==> config.mk <==
export PLATFORM = sky130hd
export DESIGN_NAME = bounded_ordered_list_unit
export DESIGN_NICKNAME = d
export VERILOG_FILES = /design/src/bol_pkg.sv /design/src/bounded_ordered_list_unit.sv /design/src/bol_step.sv /design/src/bol_mem.sv /design/src/bol_ctrl.sv
export SDC_FILE = /design/constraint.sdc
export NUM_CORES = 1
export LEC_CHECK = 0
export ABC_CLOCK_PERIOD_IN_PS = 3600
export BUFFER_PORTS_ARGS = -buffer_cell sky130_fd_sc_hd__buf_2
export CORE_UTILIZATION = 56
export CTS_BUF_LIST = sky130_fd_sc_hd__clkbuf_16
export DETAILED_ROUTE_END_ITERATION = 16
export GPL_TIMING_DRIVEN = 0
export PLACE_DENSITY = 0.8
export SYNTH_ARGS = -nofsm -noshare
export SYNTH_HDL_FRONTEND = slang
export SYNTH_SLANG_ARGS = --single-unit
export TNS_END_PERCENT = 10
==> constraint.sdc <==
create_clock -name clock -period 3.6 [get_ports clock]
set_input_delay 0.9 -clock clock [delete_from_list [all_inputs] [get_ports clock]]
set_output_delay 0.9 -clock clock [all_outputs]
set_load 0.1 [all_outputs]
==> src/bol_pkg.sv <==
// ---------------------------------------------------------------------------
// bol_pkg: shared types and constants of the bounded ordered list unit
// Command and status codes, sequencer states and the fixed field widths.
// ---------------------------------------------------------------------------
package bol_pkg;

   // Fixed field widths
   localparam int DATA_W   = 32;
   localparam int CMD_W    = 3;
   localparam int POS_W    = 4;
   localparam int COUNT_W  = 5;
   localparam int STATUS_W = 2;

   // Default list depth
   localparam int CAPACITY_DEF = 16;

   typedef enum logic [CMD_W-1:0] {
      CMD_APPEND = 3'd0,
      CMD_REMOVE = 3'd1,
      CMD_INSERT = 3'd2,
      CMD_ERASE  = 3'd3,
      CMD_READ   = 3'd4,
      CMD_CLEAR  = 3'd5
   } cmd_type;

   typedef enum logic [STATUS_W-1:0] {
      STAT_DONE  = 2'd0,
      STAT_FULL  = 2'd1,
      STAT_EMPTY = 2'd2,
      STAT_RANGE = 2'd3
   } status_type;

   typedef enum logic [2:0] {
      S_IDLE,
      S_EXEC,
      S_UP_CHECK,
      S_UP_MOVE,
      S_DOWN_CHECK,
      S_DOWN_MOVE,
      S_READ_WAIT,
      S_FINISH
   } state_type;

endpackage

==> src/bounded_ordered_list_unit.sv <==
// ---------------------------------------------------------------------------
// bounded_ordered_list_unit: ordered list of signed 32-bit values
// Append, remove last, insert, erase, read and clear on a list of up to
// CAPACITY elements; one result per command.
// ---------------------------------------------------------------------------
//  channel   direction  handshake            payload
//  req_      in         req_valid/req_stall  command, position, value
//  rsp_      out        rsp_valid/rsp_stall  read_value, count, status
//
//  Append, remove, clear and rejected commands go from the execute step
//  straight to the finish step, and read adds a wait step. Insert moves
//  count - position elements and erase count - position - 1, count taken
//  before the item: each moved element is a check step that reads it and
//  a move step that writes it, as the element store registers read data.
//  req_stall stays high until the result is placed in the output register;
//  a stalled result holds while the next item is accepted and worked on.
//  Synchronous active-high reset empties the list; elements are not cleared.
// ---------------------------------------------------------------------------
module bounded_ordered_list_unit #(
   parameter int CAPACITY = bol_pkg::CAPACITY_DEF
) (
   input  logic                              clock,
   input  logic                              reset,
   input  logic                              req_valid,
   output logic                              req_stall,
   input  logic [bol_pkg::CMD_W-1:0]         req_command,
   input  logic [bol_pkg::POS_W-1:0]         req_position,
   input  logic signed [bol_pkg::DATA_W-1:0] req_value,
   output logic                              rsp_valid,
   input  logic                              rsp_stall,
   output logic signed [bol_pkg::DATA_W-1:0] rsp_read_value,
   output logic [bol_pkg::COUNT_W-1:0]       rsp_count,
   output logic [bol_pkg::STATUS_W-1:0]      rsp_status
);

   localparam int ADDR_W = $clog2(CAPACITY);

   logic                       mem_we;
   logic [ADDR_W-1:0]          mem_waddr;
   logic [bol_pkg::DATA_W-1:0] mem_wdata;
   logic [ADDR_W-1:0]          mem_raddr;
   logic [bol_pkg::DATA_W-1:0] mem_rdata;

   // Command sequencer
   bol_ctrl #(
      .CAPACITY (CAPACITY)
   ) u_ctrl (
      .clock          (clock),
      .reset          (reset),
      .req_valid      (req_valid),
      .req_stall      (req_stall),
      .req_command    (req_command),
      .req_position   (req_position),
      .req_value      (req_value),
      .rsp_valid      (rsp_valid),
      .rsp_stall      (rsp_stall),
      .rsp_read_value (rsp_read_value),
      .rsp_count      (rsp_count),
      .rsp_status     (rsp_status),
      .mem_we         (mem_we),
      .mem_waddr      (mem_waddr),
      .mem_wdata      (mem_wdata),
      .mem_raddr      (mem_raddr),
      .mem_rdata      (mem_rdata)
   );

   // Element store
   bol_mem #(
      .CAPACITY (CAPACITY)
   ) u_mem (
      .clock (clock),
      .we    (mem_we),
      .waddr (mem_waddr),
      .wdata (mem_wdata),
      .raddr (mem_raddr),
      .rdata (mem_rdata)
   );

endmodule

==> src/bol_step.sv <==
// ---------------------------------------------------------------------------
// bol_step: shared index step unit
// One incrementer/decrementer and one compare, reused on every move step of
// insert and erase.
// ---------------------------------------------------------------------------
module bol_step #(
   parameter int IDX_W = 5
) (
   input  logic [IDX_W-1:0] idx,
   input  logic             step_up,
   input  logic [IDX_W-1:0] limit,
   output logic [IDX_W-1:0] nbr,
   output logic             reached
);

   // Step toward the neighbor that moves next
   assign nbr = step_up ? (idx + IDX_W'(1)) : (idx - IDX_W'(1));

   // Moving down stops at the insert position, moving up at the fill count
   assign reached = step_up ? (nbr >= limit) : (idx == limit);

endmodule

==> src/bol_mem.sv <==
// ---------------------------------------------------------------------------
// bol_mem: element storage of the list
// One write port and one read port with registered read data.
// ---------------------------------------------------------------------------
module bol_mem #(
   parameter int CAPACITY = bol_pkg::CAPACITY_DEF,
   localparam int ADDR_W  = $clog2(CAPACITY)
) (
   input  logic                       clock,
   input  logic                       we,
   input  logic [ADDR_W-1:0]          waddr,
   input  logic [bol_pkg::DATA_W-1:0] wdata,
   input  logic [ADDR_W-1:0]          raddr,
   output logic [bol_pkg::DATA_W-1:0] rdata
);

   logic [bol_pkg::DATA_W-1:0] mem [CAPACITY];
   logic [bol_pkg::DATA_W-1:0] rdata_ff;

   // Write the element, register the read
   always_ff @(posedge clock) begin
      if (we) begin
         mem[waddr] <= wdata;
      end
      rdata_ff <= mem[raddr];
   end

   assign rdata = rdata_ff;

endmodule

==> src/bol_ctrl.sv <==
// ---------------------------------------------------------------------------
// bol_ctrl: command sequencer of the bounded ordered list unit
// Checks each command, steps the shared index unit over the elements that
// move, holds the fill count and the result register.
// ---------------------------------------------------------------------------
module bol_ctrl #(
   parameter int CAPACITY = bol_pkg::CAPACITY_DEF,
   localparam int ADDR_W  = $clog2(CAPACITY),
   localparam int FILL_W  = $clog2(CAPACITY + 1)
) (
   input  logic                              clock,
   input  logic                              reset,
   // input channel
   input  logic                              req_valid,
   output logic                              req_stall,
   input  logic [bol_pkg::CMD_W-1:0]         req_command,
   input  logic [bol_pkg::POS_W-1:0]         req_position,
   input  logic signed [bol_pkg::DATA_W-1:0] req_value,
   // result channel
   output logic                              rsp_valid,
   input  logic                              rsp_stall,
   output logic signed [bol_pkg::DATA_W-1:0] rsp_read_value,
   output logic [bol_pkg::COUNT_W-1:0]       rsp_count,
   output logic [bol_pkg::STATUS_W-1:0]      rsp_status,
   // element storage
   output logic                              mem_we,
   output logic [ADDR_W-1:0]                 mem_waddr,
   output logic [bol_pkg::DATA_W-1:0]        mem_wdata,
   output logic [ADDR_W-1:0]                 mem_raddr,
   input  logic [bol_pkg::DATA_W-1:0]        mem_rdata
);

   localparam int CMP_W = (FILL_W > bol_pkg::POS_W) ? FILL_W : bol_pkg::POS_W;
   localparam int CNT_W = (FILL_W > bol_pkg::COUNT_W) ? FILL_W : bol_pkg::COUNT_W;

   bol_pkg::state_type  state_ff, state_in;
   bol_pkg::cmd_type    cmd_ff, cmd_in;
   bol_pkg::status_type status_ff, status_in;
   logic [CMP_W-1:0]    pos_ff, pos_in;
   logic [CMP_W-1:0]    idx_ff, idx_in;
   logic [FILL_W-1:0]   fill_ff, fill_in;
   logic [bol_pkg::DATA_W-1:0] val_ff, val_in;
   logic [bol_pkg::DATA_W-1:0] rd_ff, rd_in;

   logic                          rsp_valid_ff, rsp_valid_in;
   logic [bol_pkg::DATA_W-1:0]    rsp_value_ff, rsp_value_in;
   logic [bol_pkg::COUNT_W-1:0]   rsp_count_ff, rsp_count_in;
   logic [bol_pkg::STATUS_W-1:0]  rsp_status_ff, rsp_status_in;

   logic             step_up;
   logic [CMP_W-1:0] step_limit;
   logic [CMP_W-1:0] step_nbr;
   logic             step_reached;

   logic             is_full, is_empty, pos_gt_fill, pos_ge_fill, out_free;
   logic [CMP_W-1:0] fill_cmp;
   logic [CNT_W-1:0] fill_cnt;

   // Shared index step unit
   bol_step #(
      .IDX_W (CMP_W)
   ) u_step (
      .idx     (idx_ff),
      .step_up (step_up),
      .limit   (step_limit),
      .nbr     (step_nbr),
      .reached (step_reached)
   );

   // Command checks
   assign fill_cmp    = CMP_W'(fill_ff);
   assign fill_cnt    = CNT_W'(fill_ff);
   assign is_full     = (fill_ff == FILL_W'(CAPACITY));
   assign is_empty    = (fill_ff == '0);
   assign pos_gt_fill = (pos_ff > fill_cmp);
   assign pos_ge_fill = (pos_ff >= fill_cmp);
   assign out_free    = !rsp_valid_ff || !rsp_stall;

   // Step direction and limit follow the move phase
   assign step_up    = (state_ff == bol_pkg::S_DOWN_CHECK) ||
                       (state_ff == bol_pkg::S_DOWN_MOVE);
   assign step_limit = step_up ? fill_cmp : pos_ff;

   // Next state
   always_comb begin
      state_in = state_ff;
      unique case (state_ff)
         bol_pkg::S_IDLE: begin
            if (req_valid) state_in = bol_pkg::S_EXEC;
         end
         bol_pkg::S_EXEC: begin
            state_in = bol_pkg::S_FINISH;
            unique case (cmd_ff)
               bol_pkg::CMD_INSERT: begin
                  if (!pos_gt_fill && !is_full) state_in = bol_pkg::S_UP_CHECK;
               end
               bol_pkg::CMD_ERASE: begin
                  if (!is_empty && !pos_ge_fill) state_in = bol_pkg::S_DOWN_CHECK;
               end
               bol_pkg::CMD_READ: begin
                  if (!is_empty && !pos_ge_fill) state_in = bol_pkg::S_READ_WAIT;
               end
               default: begin
                  state_in = bol_pkg::S_FINISH;
               end
            endcase
         end
         bol_pkg::S_UP_CHECK: begin
            state_in = step_reached ? bol_pkg::S_FINISH : bol_pkg::S_UP_MOVE;
         end
         bol_pkg::S_UP_MOVE: begin
            state_in = bol_pkg::S_UP_CHECK;
         end
         bol_pkg::S_DOWN_CHECK: begin
            state_in = step_reached ? bol_pkg::S_FINISH : bol_pkg::S_DOWN_MOVE;
         end
         bol_pkg::S_DOWN_MOVE: begin
            state_in = bol_pkg::S_DOWN_CHECK;
         end
         bol_pkg::S_READ_WAIT: begin
            state_in = bol_pkg::S_FINISH;
         end
         bol_pkg::S_FINISH: begin
            if (out_free) state_in = bol_pkg::S_IDLE;
         end
         default: begin
            state_in = bol_pkg::S_IDLE;
         end
      endcase
   end

   // Datapath and storage controls
   always_comb begin
      cmd_in        = cmd_ff;
      pos_in        = pos_ff;
      val_in        = val_ff;
      idx_in        = idx_ff;
      fill_in       = fill_ff;
      rd_in         = rd_ff;
      status_in     = status_ff;
      mem_we        = 1'b0;
      mem_waddr     = idx_ff[ADDR_W-1:0];
      mem_wdata     = val_ff;
      mem_raddr     = step_nbr[ADDR_W-1:0];
      rsp_valid_in  = rsp_valid_ff && rsp_stall;
      rsp_value_in  = rsp_value_ff;
      rsp_count_in  = rsp_count_ff;
      rsp_status_in = rsp_status_ff;

      unique case (state_ff)
         bol_pkg::S_IDLE: begin
            // latch the item
            if (req_valid) begin
               cmd_in    = bol_pkg::cmd_type'(req_command);
               pos_in    = CMP_W'(req_position);
               val_in    = req_value;
               rd_in     = '0;
               status_in = bol_pkg::STAT_DONE;
            end
         end
         bol_pkg::S_EXEC: begin
            mem_raddr = pos_ff[ADDR_W-1:0];
            unique case (cmd_ff)
               bol_pkg::CMD_APPEND: begin
                  if (is_full) begin
                     status_in = bol_pkg::STAT_FULL;
                  end else begin
                     mem_we    = 1'b1;
                     mem_waddr = fill_cmp[ADDR_W-1:0];
                     fill_in   = fill_ff + FILL_W'(1);
                  end
               end
               bol_pkg::CMD_REMOVE: begin
                  if (is_empty) status_in = bol_pkg::STAT_EMPTY;
                  else          fill_in   = fill_ff - FILL_W'(1);
               end
               bol_pkg::CMD_INSERT: begin
                  priority if (pos_gt_fill) status_in = bol_pkg::STAT_RANGE;
                  else if (is_full)         status_in = bol_pkg::STAT_FULL;
                  else                      idx_in    = fill_cmp;
               end
               bol_pkg::CMD_ERASE: begin
                  priority if (is_empty) status_in = bol_pkg::STAT_EMPTY;
                  else if (pos_ge_fill)  status_in = bol_pkg::STAT_RANGE;
                  else                   idx_in    = pos_ff;
               end
               bol_pkg::CMD_READ: begin
                  priority if (is_empty) status_in = bol_pkg::STAT_EMPTY;
                  else if (pos_ge_fill)  status_in = bol_pkg::STAT_RANGE;
               end
               bol_pkg::CMD_CLEAR: begin
                  fill_in = '0;
               end
               default: begin
                  status_in = bol_pkg::STAT_DONE;
               end
            endcase
         end
         bol_pkg::S_UP_CHECK: begin
            // at the insert position: drop the new value in
            if (step_reached) begin
               mem_we  = 1'b1;
               fill_in = fill_ff + FILL_W'(1);
            end
         end
         bol_pkg::S_UP_MOVE: begin
            // move the lower neighbor up one place
            mem_we    = 1'b1;
            mem_wdata = mem_rdata;
            idx_in    = step_nbr;
         end
         bol_pkg::S_DOWN_CHECK: begin
            if (step_reached) fill_in = fill_ff - FILL_W'(1);
         end
         bol_pkg::S_DOWN_MOVE: begin
            // move the upper neighbor down one place
            mem_we    = 1'b1;
            mem_wdata = mem_rdata;
            idx_in    = step_nbr;
         end
         bol_pkg::S_READ_WAIT: begin
            rd_in = mem_rdata;
         end
         bol_pkg::S_FINISH: begin
            // hand the result to the output register once it is free
            if (out_free) begin
               rsp_valid_in  = 1'b1;
               rsp_value_in  = rd_ff;
               rsp_count_in  = fill_cnt[bol_pkg::COUNT_W-1:0];
               rsp_status_in = status_ff;
            end
         end
         default: begin
            mem_we = 1'b0;
         end
      endcase
   end

   // Control registers
   always_ff @(posedge clock) begin
      if (reset) begin
         state_ff     <= bol_pkg::S_IDLE;
         fill_ff      <= '0;
         rsp_valid_ff <= 1'b0;
      end else begin
         state_ff     <= state_in;
         fill_ff      <= fill_in;
         rsp_valid_ff <= rsp_valid_in;
      end
   end

   // Payload registers
   always_ff @(posedge clock) begin
      cmd_ff        <= cmd_in;
      pos_ff        <= pos_in;
      val_ff        <= val_in;
      idx_ff        <= idx_in;
      rd_ff         <= rd_in;
      status_ff     <= status_in;
      rsp_value_ff  <= rsp_value_in;
      rsp_count_ff  <= rsp_count_in;
      rsp_status_ff <= rsp_status_in;
   end

   assign req_stall      = (state_ff != bol_pkg::S_IDLE);
   assign rsp_valid      = rsp_valid_ff;
   assign rsp_read_value = rsp_value_ff;
   assign rsp_count      = rsp_count_ff;
   assign rsp_status     = rsp_status_ff;

   // Fill count never passes the capacity
   a_fill_bound: assert property (@(posedge clock) disable iff (reset)
      fill_ff <= FILL_W'(CAPACITY))
      else $error("fill count above capacity");

   // An accepted item always starts its check step
   a_accept_exec: assert property (@(posedge clock) disable iff (reset)
      (req_valid && !req_stall) |=> (state_ff == bol_pkg::S_EXEC))
      else $error("accepted item did not enter the check step");

   // A new result comes only out of the finish step
   a_rsp_from_finish: assert property (@(posedge clock) disable iff (reset)
      $rose(rsp_valid_ff) |-> $past(state_ff == bol_pkg::S_FINISH))
      else $error("result raised outside the finish step");

   // Storage is written only while a command is at work
   a_write_busy: assert property (@(posedge clock) disable iff (reset)
      mem_we |-> (state_ff != bol_pkg::S_IDLE && state_ff != bol_pkg::S_FINISH))
      else $error("element write while idle");

endmodule
* After elaboration in Yosys (flattened, before gate mapping)
Memory sizes are Yosys's and may differ from the RTL's. A register that Yosys moved wholly into a read port is not among the register bits. Cells that the tools add are included.
Word-level totals: flip-flop bits (word level) 126, bits in read-only memories 0, output and inout bits 41, latch bits 0, RAM bits 512, memories 1, logic and storage cells 124, input bits 43
Operators by class: bitwise gates (word level) 0, $lt $le $gt $ge 3, add/sub/neg operators 4, divide/modulo/power cells 0, $mul 0, shifts and indexed selects 0, equality and inequality tests 29, reductions and logical operators 28, muxes and demuxes 47
Memories:
- u_mem.mem | depth 16, width 32, rd ports 1, clocked after Yosys merged registers in 1, write ports 1, line bol_mem.sv:17 | logic [bol_pkg::DATA_W-1:0] mem [CAPACITY];
Operators with widths (number):
- $mux W32 | 2
- $pmux W32 S2 | 1
- $mux W5 | 10
- $pmux W5 S3 | 2
- $pmux W3 S8 | 1
- $ne A3 B3 Y1 const B | 7
- $pmux W5 S2 | 2
- $eq A3 B3 Y1 const B | 6
- $mux W2 | 8
- $mux W4 | 4
- $eq A3 B2 Y1 const B | 4
- $mux W3 | 4
- $reduce_and A6 Y1 | 2
- $add A5 B1 Y5 const B | 2
- $pmux W2 S5 | 1
- $sub A5 B1 Y5 const B | 2
- $mux W1 | 9
- $pmux W3 S3 | 1
- $reduce_and A2 Y1 | 4
- $eq A3 B1 Y1 const B | 2
- $logic_not A1 Y1 | 6
- $logic_not A3 Y1 | 2
- $ne A2 B1 Y1 const B | 3
- $reduce_bool A2 Y1 | 3
- other kinds (17) | 23

* Depth between registers and ports, before layout
Gate-level depths: netlist of run 1.
depth after elaboration 9, gate-level depth with buffers 15, depth with buffers taken out 13

* Modules after synthesis
A second synthesis of run 1 with hierarchy kept.
Unflattened totals: cell total of the unflattened synthesis 1273, area total of the unflattened synthesis 25662.1 um2
Modules (own cells, without submodules):
- bol_mem | cells an instance 838, times used 1, seq. area each 16015.4 um2, area an instance 19835.3 um2
- bol_ctrl | cells an instance 396, times used 1, seq. area each 3693.5 um2, area an instance 5522.8 um2
- bol_step | cells an instance 39, times used 1, seq. area each 0.0 um2, area an instance 304.0 um2

* Worst setup path before layout of run 1
OpenSTA, ideal clock, no wires.
path kind register to register, start point register u_ctrl.state_ff[2], end point memory u_mem.mem[14][0] in the netlist's numbering, enable pin, cell stages (with the launch flop) 12, required time 3.179 ns, period minus slack after synthesis 3.857 ns, setup slack -0.257 ns, path buffers 2, arrival 3.436 ns, setup time 0.421 ns, path through dfxtp_1 buf_6 and2b_2 buf_4 nand2_1 o21ai_0 ha_1 nor3_1 nand3_1 o41ai_2 a31oi_1 nor2_1
Between the ends: word-level cells in the longest chain between the ends 9, elaborated cells between the ends (all ways) 17, classes of those cells order compare: 1; eq/ne: 6; mux: 8; reduce/logical: 2
Ends and longest elaborated chain:
- from (decl) | line bol_ctrl.sv:36 | bol_pkg::state_type state_ff, state_in;
- from (signal assigned) | line bol_ctrl.sv:242 | state_ff <= bol_pkg::S_IDLE;
- from (signal assigned) | line bol_ctrl.sv:246 | state_ff <= state_in;
- $eq A3 B3 Y1 (on tied branches) | line bol_ctrl.sv:80, bol_ctrl.sv:81, bol_ctrl.sv:150
- $logic_or A1 B1 Y1 | line bol_ctrl.sv:80 | assign step_up = (state_ff == bol_pkg::S_DOWN_CHECK) ||
- $mux W5 (on tied branches) | line bol_step.sv:17, bol_ctrl.sv:82
- $ge A5 B5 Y1 or $eq A5 B5 Y1 (tied branches) | line bol_step.sv:20 | assign reached = step_up ? (nbr >= limit) : (idx == limit);
- $mux W1 | line bol_step.sv:20
- $mux W1 | line bol_ctrl.sv:201 | if (step_reached) begin
- $pmux W1 S3 | line bol_ctrl.sv:150 | unique case (state_ff)
- $mux W1 | line bol_mem.sv:22 | if (we) begin
- $mux W1 (not written as such) | line bol_mem.sv:23 | mem[waddr] <= wdata;
- to (decl) | line bol_mem.sv:17
Parallel ways exist; a longest one is shown, timed or not.

* Worst setup path after layout of run 1
start point register u_ctrl.state_ff[2], end point memory u_mem.mem[14][16] in the netlist's numbering, enable pin
Same word-level chain as after synthesis.

==> results of run 1 <==
## per-layer routing
metal  share of wire (%)  wire length [um]  up-vias
met2                  50             29500      577
met5                   0                 0        -
met4                 3.4              2040        0
met3                 6.9              4120      138
met1                  40             23600     7245
li1                    -                 -     6304
## power breakdown
group          internal [W]  total (W)  switching, W
Combinational       0.00310    0.00754       0.00444
Clock               0.00388    0.00670       0.00282
Sequential          0.00953    0.00977      0.000242
Total                0.0165     0.0240       0.00750
## registers in the layout, indices dropped and copies added, names as in the netlist, 4 cells and up
name,flops
u_mem.mem,512
u_ctrl.rd_ff,32
u_ctrl.rsp_read_value,32
u_ctrl.val_ff,32
u_mem.rdata,32
u_ctrl.fill_cmp,5
u_ctrl.idx_ff,5
u_ctrl.rsp_count,5
u_ctrl.pos_ff,4
## synthesized netlist by cell type (5+ instances only)
| cell type | n | area (um2) |
|---|---|---|
| mux2_2 | 33 | 372 |
| o21ai_0 | 11 | 55.1 |
| mux2i_1 | 489 | 4890 |
| buf_8 | 11 | 165 |
| nor2_1 | 42 | 158 |
| buf_6 | 17 | 191 |
| xnor2_1 | 6 | 52.6 |
| dfxtp_1 | 41 | 821 |
| nand3_1 | 7 | 35.0 |
| edfxtp_1 | 629 | 18900 |
| and2_1 | 37 | 231 |
| a21oi_1 | 23 | 115 |
| a31oi_1 | 9 | 56.3 |
| buf_2 | 25 | 125 |
| inv_1 | 13 | 48.8 |
| clkbuf_1 | 19 | 71.3 |
| nor3_1 | 13 | 65.1 |
| nand2_1 | 16 | 60.1 |
| nand2b_1 | 5 | 31.3 |
| ha_1 | 12 | 150 |
| a211oi_1 | 5 | 37.5 |
## worst reg2reg max path, stage by stage, from the launching register on
cell	delay, ps
dfxtp_1	300
buf_6	130
and2b_2	250
buf_4	200
nand2_1	70
o21ai_0	80
ha_1	280
nor3_1	230
nand3_2	200
o41ai_4	490
a31oi_2	340
nor2_4	460
buf_12	280
## cells by family (layout without fill, tap and decap cells)
family | after synthesis | after routing | share of synthesized area, %
simple gates | 136 | 136 | 2.56
xor+xnor | 7 | 7 | 0.226
flops | 670 | 670 | 72.6
fa+ha+maj | 12 | 12 | 0.553
compound gates | 84 | 84 | 2.13
mux | 524 | 524 | 19.5
buf+inv | 92 | 327 | 2.36
## what timing repair did
item / in CTS / in global routing
setup endpoints to repair: 512 / 338
hold endpoints to repair: 0 / 0
gates resized for setup: 11 / 9
pin swaps: 10 / 4
setup buffers: 10 / 5
## cell type report
type                            instances  area [um2]
Timing Repair Buffer                  116        1040
Clock inverter                         49         364
Multi-Input combinational cell        763        7030
Tap cell                              615         769
Fill cell                            3087       16400
Inverter                               14        56.3
Sequential cell                       670       19700
Buffer                                 78         589
Clock buffer                           70        1750
## worst max path at each step
stage                                     from                     endpoint  slack, ps  cells past startpoint
6_report       u_ctrl.state_ff[2]$_SDFFE_PP0P_  u_mem.mem[14][16]$_DFFE_PP_        -40                     12
5_1_grt        u_ctrl.state_ff[2]$_SDFFE_PP0P_  u_mem.mem[12][15]$_DFFE_PP_       -200                     12
4_1_cts        u_ctrl.fill_cmp[1]$_SDFFE_PP0P_   u_mem.mem[2][23]$_DFFE_PP_        -30                     10
3_5_place_dp   u_ctrl.fill_cmp[1]$_SDFFE_PP0P_  u_mem.mem[13][15]$_DFFE_PP_       -460                     11
3_3_place_gp   u_ctrl.fill_cmp[1]$_SDFFE_PP0P_   u_mem.mem[1][15]$_DFFE_PP_      -2210                     10
2_1_floorplan  u_ctrl.state_ff[2]$_SDFFE_PP0P_   u_mem.mem[14][0]$_DFFE_PP_       -260                     11
## cells in the final DEF, fill, tap and decap left out, types with 4 or more instances in the layout
cell	instances
edfxtp_1	629
mux2i_1	489
buf_2	107
clkbuf_16	70
dfxtp_1	40
and2_1	37
mux2_2	33
inv_1	28
nor2_1	25
a21oi_1	21
buf_12	20
clkbuf_1	17
buf_6	17
nor2_4	17
nand2_1	16
clkinv_2	13
nor3_1	12
ha_1	12
buf_4	11
buf_8	11
clkinv_1	11
o21ai_0	10
xnor2_1	6
nand3_1	6
buf_16	6
nand2b_1	5
a31oi_2	5
a211oi_1	5
bufinv_16	5
o211ai_1	4
## per-stage QoR
step / util (%) / setup TNS, ps / cells / total power [W] / setup slack (ps)
2_1_floorplan: - / -126450 / 1525 / 0.0153 / -257
5_1_grt: 65.6 / -19910 / 2375 / 0.0249 / -198
3_3_place_gp: 59.3 / -1209920 / 2222 / 0.0170 / -2210
6_report: 65.6 / -1220 / 2375 / 0.0240 / -43.6
4_1_cts: 65.4 / -549 / 2370 / 0.0241 / -28.9
3_5_place_dp: 60.5 / -154700 / 2241 / 0.0173 / -457
==> results_dict.tcl, run 1 <==
set metrics [dict create \
    clk_latency_ps 590 \
    status "finished with violations" \
    use_met2_pct 40.8 \
    via_per_inst 6.01 \
    peakVddDrop_mv 0.387 \
    async_flop_share_pct 0 \
    finalSetupViolCount 48 \
    ys_seq_area_share_pct 72.6 \
    cts_tree "done" \
    cts_hold_buf 0 \
    whs_ps 417 \
    track_usage_pct 24.0 \
    drive_gt1_share_pct 19.3 \
    syn_inst 1525 \
    synth_warnings 0 \
    worst_slack_ps -43.6 \
    synth_area_per_cell_um2 17.8 \
    crit_buf_inv 3 \
    syn_area_um2 27100 \
    grt_max_degree 25 \
    violations "negative setup slack" \
    power_density_nw_per_um2 767 \
    synth_cell_types 58 \
    path_clk_slew_ps 60 \
    synth-edff-count 629 \
    hold_path_depth 0 \
    met3_usage_pct 4.49 \
    die_w_um 222 \
    ios 84 \
    antenna_left 0 \
    worstReg2RegStart "u_ctrl.state_ff[2]$_SDFFE_PP0P_" \
    cp_top_family "simple AND/OR/NAND/NOR gates" \
    hold_path.class "reg -> reg" \
    port_buffers 82 \
    rsz0062_at_grt "true" \
    crit_path_max_incr_delay_ps 490 \
    critPathMaxFanout 24 \
    hold_viol 0 \
    initial_core_util_pct 56.8 \
    drcViolationCount 0 \
    r2r_end "u_mem.mem[14][16]$_DFFE_PP_" \
    numCtsBuffers 66 \
    nets 1764 \
    crit_required_ps 3880 \
    p_leak_nw 11.8 \
    synthToLayoutAreaGrowth_pct 15.4 \
    slew_headroom_pct 28.9 \
    start_kind "flop" \
    synth_ff_type "edfxtp_1" \
    rows 80 \
    clock_sinks 670 \
    clock_path_buffers 3 \
    cp.arrival_ps 3930 \
    fin_skew_ps 18.0 \
    ys_ff_latch 670 \
    slowest_stage "o41ai_4" \
    hpwl_um 37000 \
    end_kind "flop" \
    syn_nets 1580 \
    period_minus_slack_ps 3640 \
    grt_antenna_before_repair 0 \
    top_usage_layer "met2" \
    path_class "reg -> reg" \
    fin_area_um2 31300 \
    ff2ff_path_depth 12 \
    num_antenna_cells 0 \
    grt_pass1_wl_um 87300 \
    min_period_over_period_pct 101 \
    worstPathCellList "buf_6, and2b_2, buf_4, nand2_1, o21ai_0, ha_1, nor3_1, nand3_2, o41ai_4, a31oi_2, nor2_4, buf_12" \
    dieArea_um2 49300 \
    wire_per_inst_um 25.0 \
    drt-initial-drc-count 1332 \
    r2r_setup_slack_ps -40 \
    min_to "u_ctrl.rsp_read_value[29]$_DFFE_PP_" \
    place_area_um2 28900 \
    root_buffer "clkbuf_16" \
    met1_usage_pct 30.6 \
    core_area_um2 47700 \
    htreeDepth 3 \
    cap_violations 0 \
    gp_congestion 0.837 \
    dr.pass1.iters 7 \
    tightestPinTransition_ps 1060 \
    routed_wirelength_um 59300 \
    grt.overflow.total 0 \
    max_freq_ghz 0.274 \
    die_h_um 222 \
    grt_pass1_vias 14400 \
    slew_viol_final 0 \
    hp-start "u_ctrl.rd_ff[29]$_SDFFCE_PN0P_" \
    via_count 14300 \
]
No activity file was read; power rests on OpenSTA's default activity.
==> run 2, diff against run 1 <==
Settings changed: CORE_UTILIZATION 56 to 35, GPL_TIMING_DRIVEN 0 to unset, PLACE_DENSITY 0.8 to 0.56.
==> run 2 against run 1 <==
The run now ends clean. Clock-buffer cell count increased by 6. Clock skew decreased by 0.62 ps. Routed wire length decreased by 1.8%. Via count decreased by 5.4%. Combinational power decreased by 8.6%. Final area increased by 1.1%. Critical path type unchanged. Largest power group unchanged.
==> results_dict.tcl, run 2 (synthesis gave the netlist of run 1 again) <==
set metrics [dict create \
    largest_reg_flops 512 \
    track_usage_pct 14.9 \
    clock_sinks 670 \
    grt_pass1_vias 14100 \
    die_h_um 280 \
    max_freq_ghz 0.296 \
    hpwl_um 34500 \
    finalSetupViolCount 0 \
    num_antenna_cells 0 \
    path_class "reg -> reg" \
    numCtsBuffers 74 \
    largest_register "u_mem.mem" \
    ios 84 \
    slew_headroom_pct 31.9 \
    period_minus_slack_ps 3380 \
    peakVddDrop_mv 0.426 \
    ff2ff_path_depth 12 \
    r2r_end "u_ctrl.fill_cmp[1]$_SDFFE_PP0P_" \
    initial_core_util_pct 35.5 \
    routed_wirelength_um 58200 \
    slew_viol_final 0 \
    dieArea_um2 78600 \
    die_w_um 280 \
    synthToLayoutAreaGrowth_pct 16.7 \
    rows 101 \
    grt_antenna_before_repair 1 \
    drt-initial-drc-count 741 \
    fin_setup_tns_ps 0 \
    final_cell_mix "edfxtp_1, mux2i_1, buf_2, clkbuf_16, buf_4" \
    start_kind "flop" \
    critPathMaxFanout 14 \
    drcViolationCount 0 \
    cap_violations 0 \
    dr.pass1.iters 5 \
    cp.arrival_ps 3870 \
    drive_gt1_share_pct 18.5 \
    via_per_inst 4.88 \
    cts_tree "done" \
    gp_congestion 0.831 \
    min_period_over_period_pct 93.8 \
    hold_path.class "reg -> reg" \
    place_area_um2 29200 \
    layout_commonest_cell "edfxtp_1" \
    cts_hold_buf 0 \
    antenna_left 0 \
    p_leak_nw 11.8 \
    rsz0062_at_grt "false" \
    clock_path_buffers 3 \
    htreeDepth 3 \
    hp-start "u_ctrl.rd_ff[24]$_SDFFCE_PN0P_" \
    fin_skew_ps 17.4 \
    hold_viol 0 \
    port_buffers 83 \
    min_to "u_ctrl.rsp_read_value[24]$_DFFE_PP_" \
    core_area_um2 76300 \
    worstReg2RegStart "u_ctrl.state_ff[1]$_SDFFE_PP0P_" \
    root_buffer "clkbuf_16" \
    tightestPinTransition_ps 1020 \
    via_count 13500 \
    nets 1730 \
    grt_max_degree 54 \
    clk_latency_ps 620 \
    path_clk_slew_ps 60 \
    crit_required_ps 4100 \
    status "completed" \
    grt_pass1_wl_um 87500 \
    grt.overflow.total 0 \
    fin_area_um2 31700 \
    hold_path_depth 0 \
    postCtsSetupRepairBufs 0 \
    wire_per_inst_um 21.0 \
    r2r_setup_slack_ps 220 \
    crit_start "u_ctrl.state_ff[1]$_SDFFE_PP0P_" \
    end_kind "flop" \
    power_density_nw_per_um2 769 \
]
-- run 2: cell types whose count changed in the layout (fill, tap and decap cells not counted), moves of 11 or more --
cell      before  now
buf_8         11    0
buf_4         11   53
clkbuf_1      17    0
buf_2        107   83
buf_6         17    0
-- run 2: worst max-delay path, stage by stage (launching register included) --
cell,delay (ps)
dfxtp_1,320
and2b_2,330
xnor2_1,160
ha_1,190
and2_1,150
or3_1,370
and2_1,200
ha_1,200
a211oi_1,250
o21ai_0,210
a2bb2oi_1,280
o21a_1,240
mux2_1,360
-- run 2: area by class of cell --
class | instances | area [um2]
fill | 6891 | 44700
sequential | 670 | 19700
multi-input combinational | 763 | 6980
clock buffer | 76 | 1900
tap | 1030 | 1290
timing repair buffer | 152 | 1130
clock inverter | 62 | 597
inverter | 14 | 52.6
-- run 2: worst max-delay path by stage --
stage	end	slack, ps	depth (start not counted)
after floorplan	u_mem.mem[14][0]$_DFFE_PP_	-260	11
after global placement	u_mem.mem[14][25]$_DFFE_PP_	260	10
after detailed placement	u_mem.mem[14][22]$_DFFE_PP_	220	10
after CTS	u_mem.mem[14][21]$_DFFE_PP_	200	10
after global routing	u_ctrl.fill_cmp[1]$_SDFFE_PP0P_	6	12
final	u_ctrl.fill_cmp[1]$_SDFFE_PP0P_	220	12
-- run 2: through the flow --
step                      instances  setup WS, ps  power [W]  util, %  hold slack, ps
after detailed placement       2629           224     0.0169     38.2             405
after CTS                      2767           203     0.0247     41.5             405
final                          2767           222     0.0243     41.5             406
after global placement         2629           258     0.0168     38.2             401
after floorplan                1525          -257     0.0153        -             400
after global routing           2767          5.64     0.0254     41.5             416
-- run 2: where the power goes --
group	total (W)	switching, W	internal [W]
logic	0.00689	0.00403	0.00286
clock network	0.00771	0.00307	0.00464
registers	0.00975	0.000223	0.00953
total	0.0243	0.00732	0.0170
-- run 2: what timing repair did --
action	4_1_cts	5_1_grt
endpoints found under the setup margin	0	18
resized for setup	0	2
hold endpoints to repair	0	0
-- run 2: per-layer routing --
metal	up-vias	global-route usage (%)	share of wire [%]
met4	0	5.37	2.9
met2	227	24.2	47
met3	114	2.70	3.2
met5	-	0	0
met1	6897	20.0	47
li1	6257	-	-
==> run 3, diff against run 2 <==
Settings changed: CORE_MARGIN set to 3.
==> run 3 against run 2 <==
Hold slack improved by 12 ps. Critical endpoint is now u_mem.mem[14][14]$_DFFE_PP_. Highest routed layer unchanged. Final area fell by 0.55%. Clock-buffer cell count decreased by 2. Largest cell class unchanged.
==> results_dict.tcl, run 3 (synthesis gave the netlist of run 1 again) <==
set metrics [dict create \
    crit_path_max_incr_delay_ps 500 \
    clk_latency_ps 610 \
    max_freq_ghz 0.295 \
    via_per_inst 4.85 \
    die_h_um 284 \
    m1WireLength_um 26800 \
    worstReg2RegStart "u_ctrl.state_ff[1]$_SDFFE_PP0P_" \
    clock_sinks 670 \
    drcViolationCount 0 \
    htreeDepth 3 \
    grt_pass1_wl_um 87300 \
    postCtsSetupRepairBufs 0 \
    track_usage_pct 14.2 \
    worstPathCellList "and2b_2, buf_4, nand2_1, o21ai_0, ha_1, nor3_1, nand3_1, o41ai_2, a31oi_1, nor2_4, buf_4" \
    combPwrFrac_pct 29.7 \
    end_kind "flop" \
    hpwl_um 35400 \
    whs_ps 418 \
    r2r_setup_slack_ps 210 \
    initial_core_util_pct 35.5 \
    grt_max_degree 68 \
    via_count 13400 \
    rsz0062_at_grt "true" \
    port_buffers 83 \
    antenna_left 0 \
    gp_congestion 0.828 \
    cts_hold_buf 0 \
    dr_wl_met2_um 27400 \
    swShare_pct 30.9 \
    post-route-util_pct 41.3 \
    dieArea_um2 80900 \
    hp-start "u_ctrl.rd_ff[23]$_SDFFCE_PN0P_" \
    grt.overflow.total 0 \
    ff2ff_path_depth 11 \
    routed_wirelength_um 57600 \
    clock_power_share_pct 29.4 \
    grt_pass1_vias 13800 \
    dr.pass1.iters 4 \
    root_buffer "clkbuf_16" \
    postCtsResizedCells 0 \
    p_int_w 0.0165 \
    largest_reg_flops 512 \
    largest_register "u_mem.mem" \
    power_switching_w 0.00738 \
    num_antenna_cells 0 \
    fin_setup_tns_ps 0 \
    slowest_stage "o41ai_2" \
    fillCellCount 6880 \
    tightestPinTransition_ps 1040 \
    crit_buf_inv 2 \
    fin_skew_ps 16.6 \
    period_minus_slack_ps 3390 \
    core_area_um2 76300 \
    p_seq_share_pct 40.9 \
    slew_viol_final 0 \
    numCtsBuffers 73 \
    ios 84 \
    rows 101 \
    path_class "reg -> reg" \
    final_cell_mix "edfxtp_1, mux2i_1, buf_2, clkbuf_16, buf_4" \
    worst_path_most_repeated_cell "buf_4" \
    status "completed" \
    drt-initial-drc-count 979 \
    hold_path_depth 0 \
    cts_tree "done" \
    power_density_nw_per_um2 758 \
    hold_viol 0 \
    die_w_um 284 \
    start_kind "flop" \
    dr.max_layer_used "met4" \
    finalSetupViolCount 0 \
    cap_violations 0 \
    peakVddDrop_mv 0.487 \
    cp.arrival_ps 3650 \
    drive_gt1_share_pct 18.1 \
    critPathMaxFanout 18 \
    synthToLayoutAreaGrowth_pct 16.1 \
    cp_top_family "compound AO/OA/AOI/OAI gates" \
    wire_per_inst_um 20.8 \
    crit_required_ps 3860 \
    nets 1731 \
    r2r_end "u_mem.mem[14][14]$_DFFE_PP_" \
    min_to "u_ctrl.rsp_read_value[23]$_DFFE_PP_" \
    p_leak_nw 11.7 \
    wl_met3_um 2150 \
    slew_headroom_pct 30.2 \
    min_period_over_period_pct 94.3 \
    hold_path.class "reg -> reg" \
    clock_path_buffers 3 \
    path_clk_slew_ps 60 \
    grt_antenna_before_repair 1 \
    layout_commonest_cell "edfxtp_1" \
]
## run 3: worst max-delay path by stage
stage                                              to  slack [ps]  cells past startpoint                            start
after floorplan            u_mem.mem[14][0]$_DFFE_PP_        -260                     11  u_ctrl.state_ff[2]$_SDFFE_PP0P_
after global placement    u_mem.mem[11][14]$_DFFE_PP_         270                     11  u_ctrl.state_ff[1]$_SDFFE_PP0P_
after detailed placement   u_mem.mem[9][16]$_DFFE_PP_         260                     11  u_ctrl.state_ff[1]$_SDFFE_PP0P_
after CTS                 u_mem.mem[14][14]$_DFFE_PP_         220                     11  u_ctrl.state_ff[1]$_SDFFE_PP0P_
after global routing      u_mem.mem[14][14]$_DFFE_PP_         -60                     11  u_ctrl.state_ff[1]$_SDFFE_PP0P_
final                     u_mem.mem[14][14]$_DFFE_PP_         210                     11  u_ctrl.state_ff[1]$_SDFFE_PP0P_
## run 3: final cells by class
class	count	area, um2	share of cell area [%]
clock buffer	74	1850	5.88
clock inverter	59	422	1.34
inverter	14	52.6	0.167
multi-input combinational	763	6970	22.1
sequential	670	19700	62.6
tap	1030	1290	4.09
timing repair buffer	154	1200	3.81
## run 3: through the flow
| stage | worst slack (ps) | cells | cell area [um2] | power (W) |
|---|---|---|---|---|
| 6_report | 206 | 2764 | 31500 | 0.0239 |
| 5_1_grt | -59.9 | 2764 | 31500 | 0.0250 |
| 4_1_cts | 218 | 2764 | 31500 | 0.0242 |
| 3_5_place_dp | 255 | 2631 | 29200 | 0.0171 |
| 3_3_place_gp | 270 | 2631 | 29200 | 0.0171 |
| 2_1_floorplan | -257 | 1525 | 27100 | 0.0153 |
## run 3: power groups by stage
stage	registers (W)	logic, W	clock network [W]
floorplan	0.00989	0.00540	0
global placement	0.00991	0.00716	0
detailed placement	0.00991	0.00722	0
CTS	0.00976	0.00724	0.00724
global route	0.00980	0.00767	0.00755
finish	0.00975	0.00709	0.00701
## run 3: layer usage
metal | vias to the layer above | global-route usage (%)
met5 | - | 0
met4 | 0 | 4.40
met3 | 75 | 2.40
met2 | 213 | 23.2
met1 | 6838 | 19.4
li1 | 6268 | -
